[src/design/assert_macros.svh]
// Assertion helpers used by the frame parser design.
// Each macro expects signals named clk and rst_n in the enclosing module.
`ifndef ASSERT_MACROS_SVH
`define ASSERT_MACROS_SVH

`ifndef SYNTHESIS

// Concurrent property checked at every rising clock edge outside reset.
`define ASSERT_PROP(label, prop, msg) \
    label: assert property (@(posedge clk) disable iff (!rst_n) prop) else $error(msg);

// Condition that must never be true outside reset.
`define ASSERT_NEVER(label, cond, msg) \
    `ASSERT_PROP(label, !(cond), msg)

`else

`define ASSERT_PROP(label, prop, msg)
`define ASSERT_NEVER(label, cond, msg)

`endif

`endif

[src/design/lcfp_pkg.sv]
`default_nettype none

package lcfp_pkg;

    localparam int FRAME_BYTES = 12;

    // Default reply codes for rejected frames.
    localparam logic [7:0] FRAME_ERROR_CODE_DEF = 8'd1;
    localparam logic [7:0] UNKNOWN_CODE_DEF     = 8'd2;

    // Reset value of every byte of the last accepted frame.
    localparam logic [7:0] LAST_FRAME_INIT = 8'h30;

    // Bytes sent in reply to a valid frame.
    localparam logic [1:0] REPLY_OK_BYTES = 2'd3;

    typedef enum logic [1:0] {
        STAT_OK        = 2'd0,
        STAT_FRAME_ERR = 2'd1,
        STAT_UNKNOWN   = 2'd2
    } status_t;

    typedef enum logic [2:0] {
        CFG_HEADER       = 3'd0,
        CFG_TAIL         = 3'd1,
        CFG_READ_CODE    = 3'd2,
        CFG_WRITE_CODE   = 3'd3,
        CFG_COMMAND_LOW  = 3'd4,
        CFG_COMMAND_HIGH = 3'd5,
        CFG_CLEAR_LIMIT  = 3'd6,
        CFG_OK_CODE      = 3'd7
    } cfg_idx_t;

endpackage

`default_nettype wire

[src/design/led_command_frame_parser.sv]
`default_nettype none
// Latency: the first reply byte is valid the cycle after the twelfth frame byte is taken.
// Throughput: one received byte per cycle; replies one byte per cycle unless stalled.
// The final byte of a frame stalls only while the previous frame's reply is still
// queued; without reply_stall, 12-byte frames and 1..3 reply bytes never limit the rate.
// Reset (rst_n low, asynchronous): byte count, reply queue and LED properties clear,
// last frame reads 0x30 per byte, configuration returns to its defaults.

module led_command_frame_parser #(
    parameter logic [7:0] FRAME_ERROR_CODE = lcfp_pkg::FRAME_ERROR_CODE_DEF,
    parameter logic [7:0] UNKNOWN_CODE     = lcfp_pkg::UNKNOWN_CODE_DEF
) (
    input  wire logic        clk,
    input  wire logic        rst_n,

    // Configuration write port
    input  wire logic        cfg_write,
    input  wire logic [2:0]  cfg_index,
    input  wire logic [7:0]  cfg_data,

    // Received byte channel
    input  wire logic        rx_valid,
    output logic             rx_stall,
    input  wire logic [7:0]  rx_byte,
    input  wire logic [7:0]  active_command,

    // Reply channel
    output logic             reply_valid,
    input  wire logic        reply_stall,
    output logic [7:0]       reply_byte,
    output logic             reply_last,
    output logic [1:0]       frame_status,
    output logic             new_command,
    output logic             clear_request,
    output logic [7:0]       led_command,
    output logic [7:0]       first_led,
    output logic [7:0]       end_led,
    output logic [23:0]      led_color,
    output logic [15:0]      step_time,
    output logic [7:0]       led_direction
);

    import lcfp_pkg::*;

`include "assert_macros.svh"

    localparam int CNT_W = $clog2(FRAME_BYTES);
    localparam logic [CNT_W-1:0] LAST_IDX = CNT_W'(FRAME_BYTES - 1);

    // ------------------------------------------------------------------
    // Configuration registers
    // ------------------------------------------------------------------
    logic [7:0] header_reg;
    logic [7:0] tail_reg;
    logic [7:0] read_code_reg;
    logic [7:0] write_code_reg;
    logic [7:0] cmd_low_reg;
    logic [7:0] cmd_high_reg;
    logic [7:0] clear_limit_reg;
    logic [7:0] ok_code_reg;

    always_ff @(posedge clk or negedge rst_n)
    begin
        if (!rst_n)
        begin
            header_reg      <= 8'd0;
            tail_reg        <= 8'd0;
            read_code_reg   <= 8'd0;
            write_code_reg  <= 8'd1;
            cmd_low_reg     <= 8'd0;
            cmd_high_reg    <= 8'd255;
            clear_limit_reg <= 8'd0;
            ok_code_reg     <= 8'd0;
        end
        else if (cfg_write)
        begin
            case (cfg_idx_t'(cfg_index))
                CFG_HEADER:       header_reg      <= cfg_data;
                CFG_TAIL:         tail_reg        <= cfg_data;
                CFG_READ_CODE:    read_code_reg   <= cfg_data;
                CFG_WRITE_CODE:   write_code_reg  <= cfg_data;
                CFG_COMMAND_LOW:  cmd_low_reg     <= cfg_data;
                CFG_COMMAND_HIGH: cmd_high_reg    <= cfg_data;
                CFG_CLEAR_LIMIT:  clear_limit_reg <= cfg_data;
                CFG_OK_CODE:      ok_code_reg     <= cfg_data;
                default:          ;
            endcase
        end
    end

    // ------------------------------------------------------------------
    // Handshakes
    // ------------------------------------------------------------------
    logic [1:0]       rep_left_reg;   // reply bytes still to send
    logic             rx_acc;
    logic             reply_acc;
    logic             frame_done;
    logic             rep_busy;
    logic [CNT_W-1:0] byte_count_reg;

    assign reply_valid = (rep_left_reg != 2'd0);
    assign reply_acc   = reply_valid && !reply_stall;

    // Reply queue still holds bytes after this edge.
    assign rep_busy = reply_valid && !(rep_left_reg == 2'd1 && reply_acc);

    // Only a frame-completing byte needs room in the reply queue.
    assign rx_stall   = (byte_count_reg == LAST_IDX) && rep_busy;
    assign rx_acc     = rx_valid && !rx_stall;
    assign frame_done = rx_acc && (byte_count_reg == LAST_IDX);

    // ------------------------------------------------------------------
    // Frame assembly: bytes land in place, no resync
    // ------------------------------------------------------------------
    logic [7:0] frame_store_reg [FRAME_BYTES];
    logic [7:0] last_frame_reg  [FRAME_BYTES];
    logic [7:0] frame_cur       [FRAME_BYTES];

    always_ff @(posedge clk or negedge rst_n)
    begin
        if (!rst_n)
        begin
            byte_count_reg <= '0;
        end
        else if (rx_acc)
        begin
            byte_count_reg <= frame_done ? '0 : byte_count_reg + 1'b1;
        end
    end

    always_ff @(posedge clk)
    begin
        if (rx_acc)
        begin
            frame_store_reg[byte_count_reg] <= rx_byte;
        end
    end

    // ------------------------------------------------------------------
    // Frame checks, evaluated with the closing byte taken straight from rx
    // ------------------------------------------------------------------
    logic    hdr_ok;
    logic    is_write;
    logic    is_read;
    logic    cmd_ok;
    logic    differs;
    logic    store_new;
    logic    latch_props;
    logic    clr_now;
    status_t status_now;

    always_comb
    begin
        for (int i = 0; i < FRAME_BYTES; i++)
        begin
            frame_cur[i] = frame_store_reg[i];
        end
        frame_cur[FRAME_BYTES-1] = rx_byte;

        hdr_ok   = (frame_cur[0] == header_reg) && (frame_cur[FRAME_BYTES-1] == tail_reg);
        is_write = (frame_cur[1] == write_code_reg);
        is_read  = (frame_cur[1] == read_code_reg);
        // Empty range when low exceeds high falls out of the two compares.
        cmd_ok   = (is_write || is_read)
                   && (frame_cur[2] >= cmd_low_reg) && (frame_cur[2] <= cmd_high_reg);

        differs = 1'b0;
        for (int i = 0; i < FRAME_BYTES; i++)
        begin
            differs = differs || (frame_cur[i] != last_frame_reg[i]);
        end

        if (!hdr_ok)
        begin
            status_now = STAT_FRAME_ERR;
        end
        else if (!cmd_ok)
        begin
            status_now = STAT_UNKNOWN;
        end
        else
        begin
            status_now = STAT_OK;
        end

        store_new   = frame_done && (status_now == STAT_OK) && differs;
        latch_props = store_new && is_write;
        clr_now     = is_write && (frame_cur[2] <= clear_limit_reg);
    end

    always_ff @(posedge clk or negedge rst_n)
    begin
        if (!rst_n)
        begin
            for (int i = 0; i < FRAME_BYTES; i++)
            begin
                last_frame_reg[i] <= LAST_FRAME_INIT;
            end
        end
        else if (store_new)
        begin
            for (int i = 0; i < FRAME_BYTES; i++)
            begin
                last_frame_reg[i] <= frame_cur[i];
            end
        end
    end

    // ------------------------------------------------------------------
    // Latched LED properties. They only move when a frame completes, and
    // the previous reply has fully drained by then, so each reply shows
    // the properties as they stand after its own frame.
    // ------------------------------------------------------------------
    logic [7:0]  prop_command_reg;
    logic [7:0]  prop_first_reg;
    logic [7:0]  prop_end_reg;
    logic [23:0] prop_color_reg;
    logic [15:0] prop_time_reg;
    logic [7:0]  prop_direction_reg;

    always_ff @(posedge clk or negedge rst_n)
    begin
        if (!rst_n)
        begin
            prop_command_reg   <= 8'd0;
            prop_first_reg     <= 8'd0;
            prop_end_reg       <= 8'd0;
            prop_color_reg     <= 24'd0;
            prop_time_reg      <= 16'd0;
            prop_direction_reg <= 8'd0;
        end
        else if (latch_props)
        begin
            prop_command_reg   <= frame_cur[2];
            prop_first_reg     <= frame_cur[3];
            prop_end_reg       <= frame_cur[4];
            prop_color_reg     <= {frame_cur[5], frame_cur[6], frame_cur[7]};
            prop_time_reg      <= {frame_cur[8], frame_cur[9]};
            prop_direction_reg <= frame_cur[10];
        end
    end

    // ------------------------------------------------------------------
    // Reply queue: one transaction per byte, 1 byte on error, 3 on success
    // ------------------------------------------------------------------
    logic [1:0] rep_left_next;
    status_t    rep_status_reg;
    logic [7:0] rep_first_reg;    // error code or ok code
    logic [7:0] rep_cur_reg;      // echoed running command
    logic       rep_newc_reg;
    logic       rep_clr_reg;

    always_comb
    begin
        rep_left_next = rep_left_reg;
        if (frame_done)
        begin
            rep_left_next = (status_now == STAT_OK) ? REPLY_OK_BYTES : 2'd1;
        end
        else if (reply_acc)
        begin
            rep_left_next = rep_left_reg - 2'd1;
        end
    end

    always_ff @(posedge clk or negedge rst_n)
    begin
        if (!rst_n)
        begin
            rep_left_reg   <= 2'd0;
            rep_status_reg <= STAT_OK;
            rep_newc_reg   <= 1'b0;
            rep_clr_reg    <= 1'b0;
        end
        else
        begin
            rep_left_reg <= rep_left_next;
            if (frame_done)
            begin
                rep_status_reg <= status_now;
                rep_newc_reg   <= store_new;
                rep_clr_reg    <= latch_props && clr_now;
            end
        end
    end

    always_ff @(posedge clk)
    begin
        if (frame_done)
        begin
            rep_cur_reg <= active_command;
            case (status_now)
                STAT_FRAME_ERR: rep_first_reg <= FRAME_ERROR_CODE;
                STAT_UNKNOWN:   rep_first_reg <= UNKNOWN_CODE;
                default:        rep_first_reg <= ok_code_reg;
            endcase
        end
    end

    always_comb
    begin
        if (rep_status_reg != STAT_OK)
        begin
            reply_byte = rep_first_reg;
        end
        else
        begin
            case (rep_left_reg)
                2'd3:    reply_byte = rep_first_reg;
                2'd2:    reply_byte = rep_cur_reg;
                default: reply_byte = tail_reg;
            endcase
        end
    end

    assign reply_last    = (rep_left_reg == 2'd1);
    assign frame_status  = rep_status_reg;
    assign new_command   = rep_newc_reg;
    assign clear_request = rep_clr_reg;
    assign led_command   = prop_command_reg;
    assign first_led     = prop_first_reg;
    assign end_led       = prop_end_reg;
    assign led_color     = prop_color_reg;
    assign step_time     = prop_time_reg;
    assign led_direction = prop_direction_reg;

    // ------------------------------------------------------------------
    // Assertions
    // ------------------------------------------------------------------
    `ASSERT_PROP(a_reply_after_frame, frame_done |=> reply_valid, "no reply after frame end")
    `ASSERT_NEVER(a_count_range, byte_count_reg > LAST_IDX, "byte count out of frame")
    `ASSERT_PROP(a_error_single,
        (reply_valid && rep_status_reg != STAT_OK) |-> reply_last,
        "error reply longer than one byte")
    `ASSERT_PROP(a_clear_needs_new,
        (reply_valid && clear_request) |-> (new_command && rep_status_reg == STAT_OK),
        "clear pulse without new valid frame")
    `ASSERT_PROP(a_props_hold,
        !frame_done |=> ($stable(prop_command_reg) && $stable(prop_color_reg)),
        "LED properties moved between frames")

endmodule

`default_nettype wire
[config.mk]
export PLATFORM = sky130hd
export DESIGN_NAME = led_command_frame_parser
export DESIGN_NICKNAME = d
export VERILOG_FILES = /design/src/design/lcfp_pkg.sv /design/src/design/led_command_frame_parser.sv
export VERILOG_INCLUDE_DIRS = /design/src /design/src/design
export SDC_FILE = /design/constraint.sdc
export NUM_CORES = 1
export LEC_CHECK = 0
export BUFFER_PORTS_ARGS = -buffer_cell sky130_fd_sc_hd__buf_2
export CORE_MARGIN = 4
export CORE_UTILIZATION = 55
export CTS_CLUSTER_DIAMETER = 80
export CTS_CLUSTER_SIZE = 30
export DETAILED_ROUTE_END_ITERATION = 16
export GPL_TIMING_DRIVEN = 0
export PLACE_DENSITY_LB_ADDON = 0.15
export REMOVE_ABC_BUFFERS = 1
export SYNTH_ARGS = -nofsm -noshare
export SYNTH_HDL_FRONTEND = slang
export SYNTH_SLANG_ARGS = --single-unit
[constraint.sdc]
create_clock -name clk -period 8.39 [get_ports clk]
set_input_delay 0.4195 -clock clk [delete_from_list [all_inputs] [get_ports clk]]
set_output_delay 0.4195 -clock clk [all_outputs]
set_load 0.01 [all_outputs]
==> out/qor.yml <==
clock_network:
  clkTransAtPathRegs_ns: 0.11
  cts_resized: 0
  worstSkewPairLatency_ns: 0.52
  cts_tree: "done"
  cts_max_level: 1
  post_cts_buffers: 0
  clk_path_buf_depth: 3
  clock-sinks: 346
  cts_made_buffers: 16
  root_buffer: "clkbuf_16"
min_path:
  hold_path.class: "in -> reg"
  hold_depth: 1
yosys:
  synth.area.top_cells: "dfrtp_1 (35%), edfxtp_1 (21%), mux2_2 (15%)"
  synth_compound_area_frac: 0.0240
  synth_top_family_by_area: "multiplexers"
  syn_area_per_cell_um2: 14.9
  synthAdderAreaFrac: 0.0270
  yosysSeqAreaShare: 0.622
  synthCells: 994
  ys_warn_count: 0
  yosys.area_share.simple: 0.0567
  synthMuxAreaShare: 0.172
  synth_edf_count: 104
  syn-cell-area_um2: 14800
  yosysUniqueCellTypes: 49
  synthFlopType: "dfrtp_1"
  async_reset_ff_frac: 0.699
  ys_ff_latch: 346
  synthXorXnorAreaFrac: 0.0715
  yosysTopAreaCellShare: 0.353
  yosysTopAreaCell: "dfrtp_1"
cells_and_area:
  multi_input_area_um2: 5220
  largest_reg_flops: 96
  fillerInstances: 2056
  nets: 1170
  antenna_cells: 0
  syn2layout_area_growth_pct: 9.48
  final-seq-area_um2: 9220
  layout-drive-gt1-share: 0.342
  final_cell_area_um2: 16200
timing:
  fmax_ghz: 0.247
  period_share: 0.482
  tightestPinTransition_ns: 1.25
  slew_headroom: 0.168
  finalClockSkew_ns: 0.0207
  rsz0062_at_grt: "false"
  setup_violations: 0
  setup_tns_ns: 0
  hold_viol: 0
  final_max_slew_viol_count: 0
  setup_ws_ns: 4.34
  finalCriticalPeriod_ns: 4.05
worst_setup_path:
  crit_type: "reg -> reg"
  slowest_delay_ns: 0.72
  ff2ff_path_depth: 9
  cp-start-kind: "flip-flop"
  crit_chain: "ha_1 -> nand3b_1 -> nor3_1 -> nor4b_1 -> nand2_1 -> nor2_1 -> nand4_4 -> buf_12 -> mux2_2"
  critPathTopFamily: "simple AND/OR/NAND/NOR gates"
  critPathRequiredTime_ns: 8.79
  cp_data_arrival_time_ns: 4.45
  cp_num_cells: 9
  cp_max_fo: 38
  path_buf_inv: 1
  end_kind: "flip-flop"
  crit_path_top_delay_cell: "nand4_4"
global_route:
  grt_pass1_wl_mm: 46.9
  grt-ovfl-total: 0
  gr-usage-all-layers: 0.206
  grt_pass1_vias: 8222
  grt_max_degree: 89
  antenna_found_initial: 0
placed_design:
  dp_slack_ns: 4.28
  placed_area_um2: 15700
  port_buffers: 118
  dpl.hpwl_mm: 19.9
  place.gp.congestion: 0.823
die:
  pin_count: 119
  fp-row-count: 59
  dieHeight_um: 172
  fp.dieW_um: 172
  start_util: 0.564
  coreArea_um2: 26300
  die-area_um2: 29600
route:
  first_pass_iters: 4
  route.detailed.drc: 0
  drt_iter0_drc: 423
  vias: 7969
  routedWlPerCell_um: 20.7
  drt_wl_total_mm: 30.1
  postRouteAntennaNets: 0
  viasPerCell: 5.49
run:
  cap_violations: 0
pwr:
  powerDensity_nw_per_um2: 207
  finalPower_mw: 3.36
  p_leak_nw: 7.38
  ir_drop_mv: 0.186
status:
  status: "complete, no violations"
## final timing paths
kind | start | endpoint | slack [ns]
setup / recovery | byte_count_reg[0] | step_time[5] | 4.34
hold / removal | active_command[3] | rep_cur_reg[3] | 0.08
setup reg to reg | byte_count_reg[0] | step_time[5] | 4.34
hold reg to reg | new_command | new_command | 0.49
max in group asynchronous | rst_n | last_frame_reg[13] | 6.68
min in group asynchronous | rst_n | led_color[12] | 0.46
## worst reg2reg max path, delay by kind of cell, from the launching register on
| family | cells | cell delay [ns] |
|---|---|---|
| AND/OR/NAND/NOR | 6 | 2.41 |
| buffers and inverters | 1 | 0.47 |
| flip-flops | 1 | 0.45 |
| multiplexers | 1 | 0.32 |
| adder cells (fa/ha/maj) | 1 | 0.29 |
## area by class of cell
type	instances	share of cell area
sequential	346	0.568
multi-input combinational	579	0.322
timing repair buffer	123	0.0440
clock buffer	23	0.0276
tap	335	0.0258
inverter	40	0.00925
clock inverter	5	0.00332
## cells in the mapped netlist, types with 14 or more instances
library cell / n
mux2_1: 27
edfxtp_1: 104
dfrtp_1: 209
dfstp_2: 33
nand4_1: 29
nor4_1: 14
a21oi_1: 17
inv_1: 40
o21ai_0: 20
xnor2_1: 89
ha_1: 32
nand2_1: 30
xor2_1: 32
mux2_2: 198
## metal layers
metal  vias to the layer above  part of all wire  GRT usage
met5                         -                 0          0
met4                         0             0.019     0.0393
met3                        34             0.048     0.0263
met2                       169              0.47      0.331
met1                      4018              0.47      0.309
li1                       3748                 -          -
## cell families (layout without fill, tap and decap cells)
family,after synthesis,count (layout)
muxes,227,227
xor gates and xnor gates,121,121
adders and majority gates,32,32
AOI/OAI and AO/OA,59,59
DFF,346,346
and+or+nand+nor,140,140
buffers and inverters,69,191
## layout by cell type (no fill, tap or decap), drive strengths merged, types with 2 or more instances in the layout
master,count
o22ai,4
nand2,30
mux2,225
nor2,10
nor3,5
xnor2,89
nor2b,9
inv,44
o21a,2
a21o,4
o21ai,20
dfrtp,209
a21oi,17
nand3,2
xor2,32
o211ai,2
a2111o,2
nand4,30
clkbuf,23
nor3b,10
or4,2
and2,12
mux2i,2
nor4,15
dfstp,33
buf,122
nand4b,3
edfxtp,104
and3,5
o31ai,3
ha,32
nand2b,3
## power breakdown
part	switching (mW)	leakage (nW)	internal [mW]	total (mW)
sequential	0.105	4.08	1.88	1.98
clock	0.529	0.243	0.393	0.923
combinational	0.250	3.05	0.198	0.448
total	0.885	7.38	2.47	3.36
## what timing repair did
action,in CTS,in global routing
setup endpoints to repair,0,0
hold endpoints to repair,59,0
hold buffers,1,0
## per-stage QoR
stage | cells | utilization | hold slack (ns)
after global routing | 1451 | 0.617 | 0.0601
after CTS | 1451 | 0.617 | 0.0617
after floorplan | 965 | - | 0.124
after global placement | 1418 | 0.593 | 0.459
after detailed placement | 1422 | 0.598 | 0.421
final | 1451 | 0.617 | 0.0824
Power figures use the tool's default switching activity.
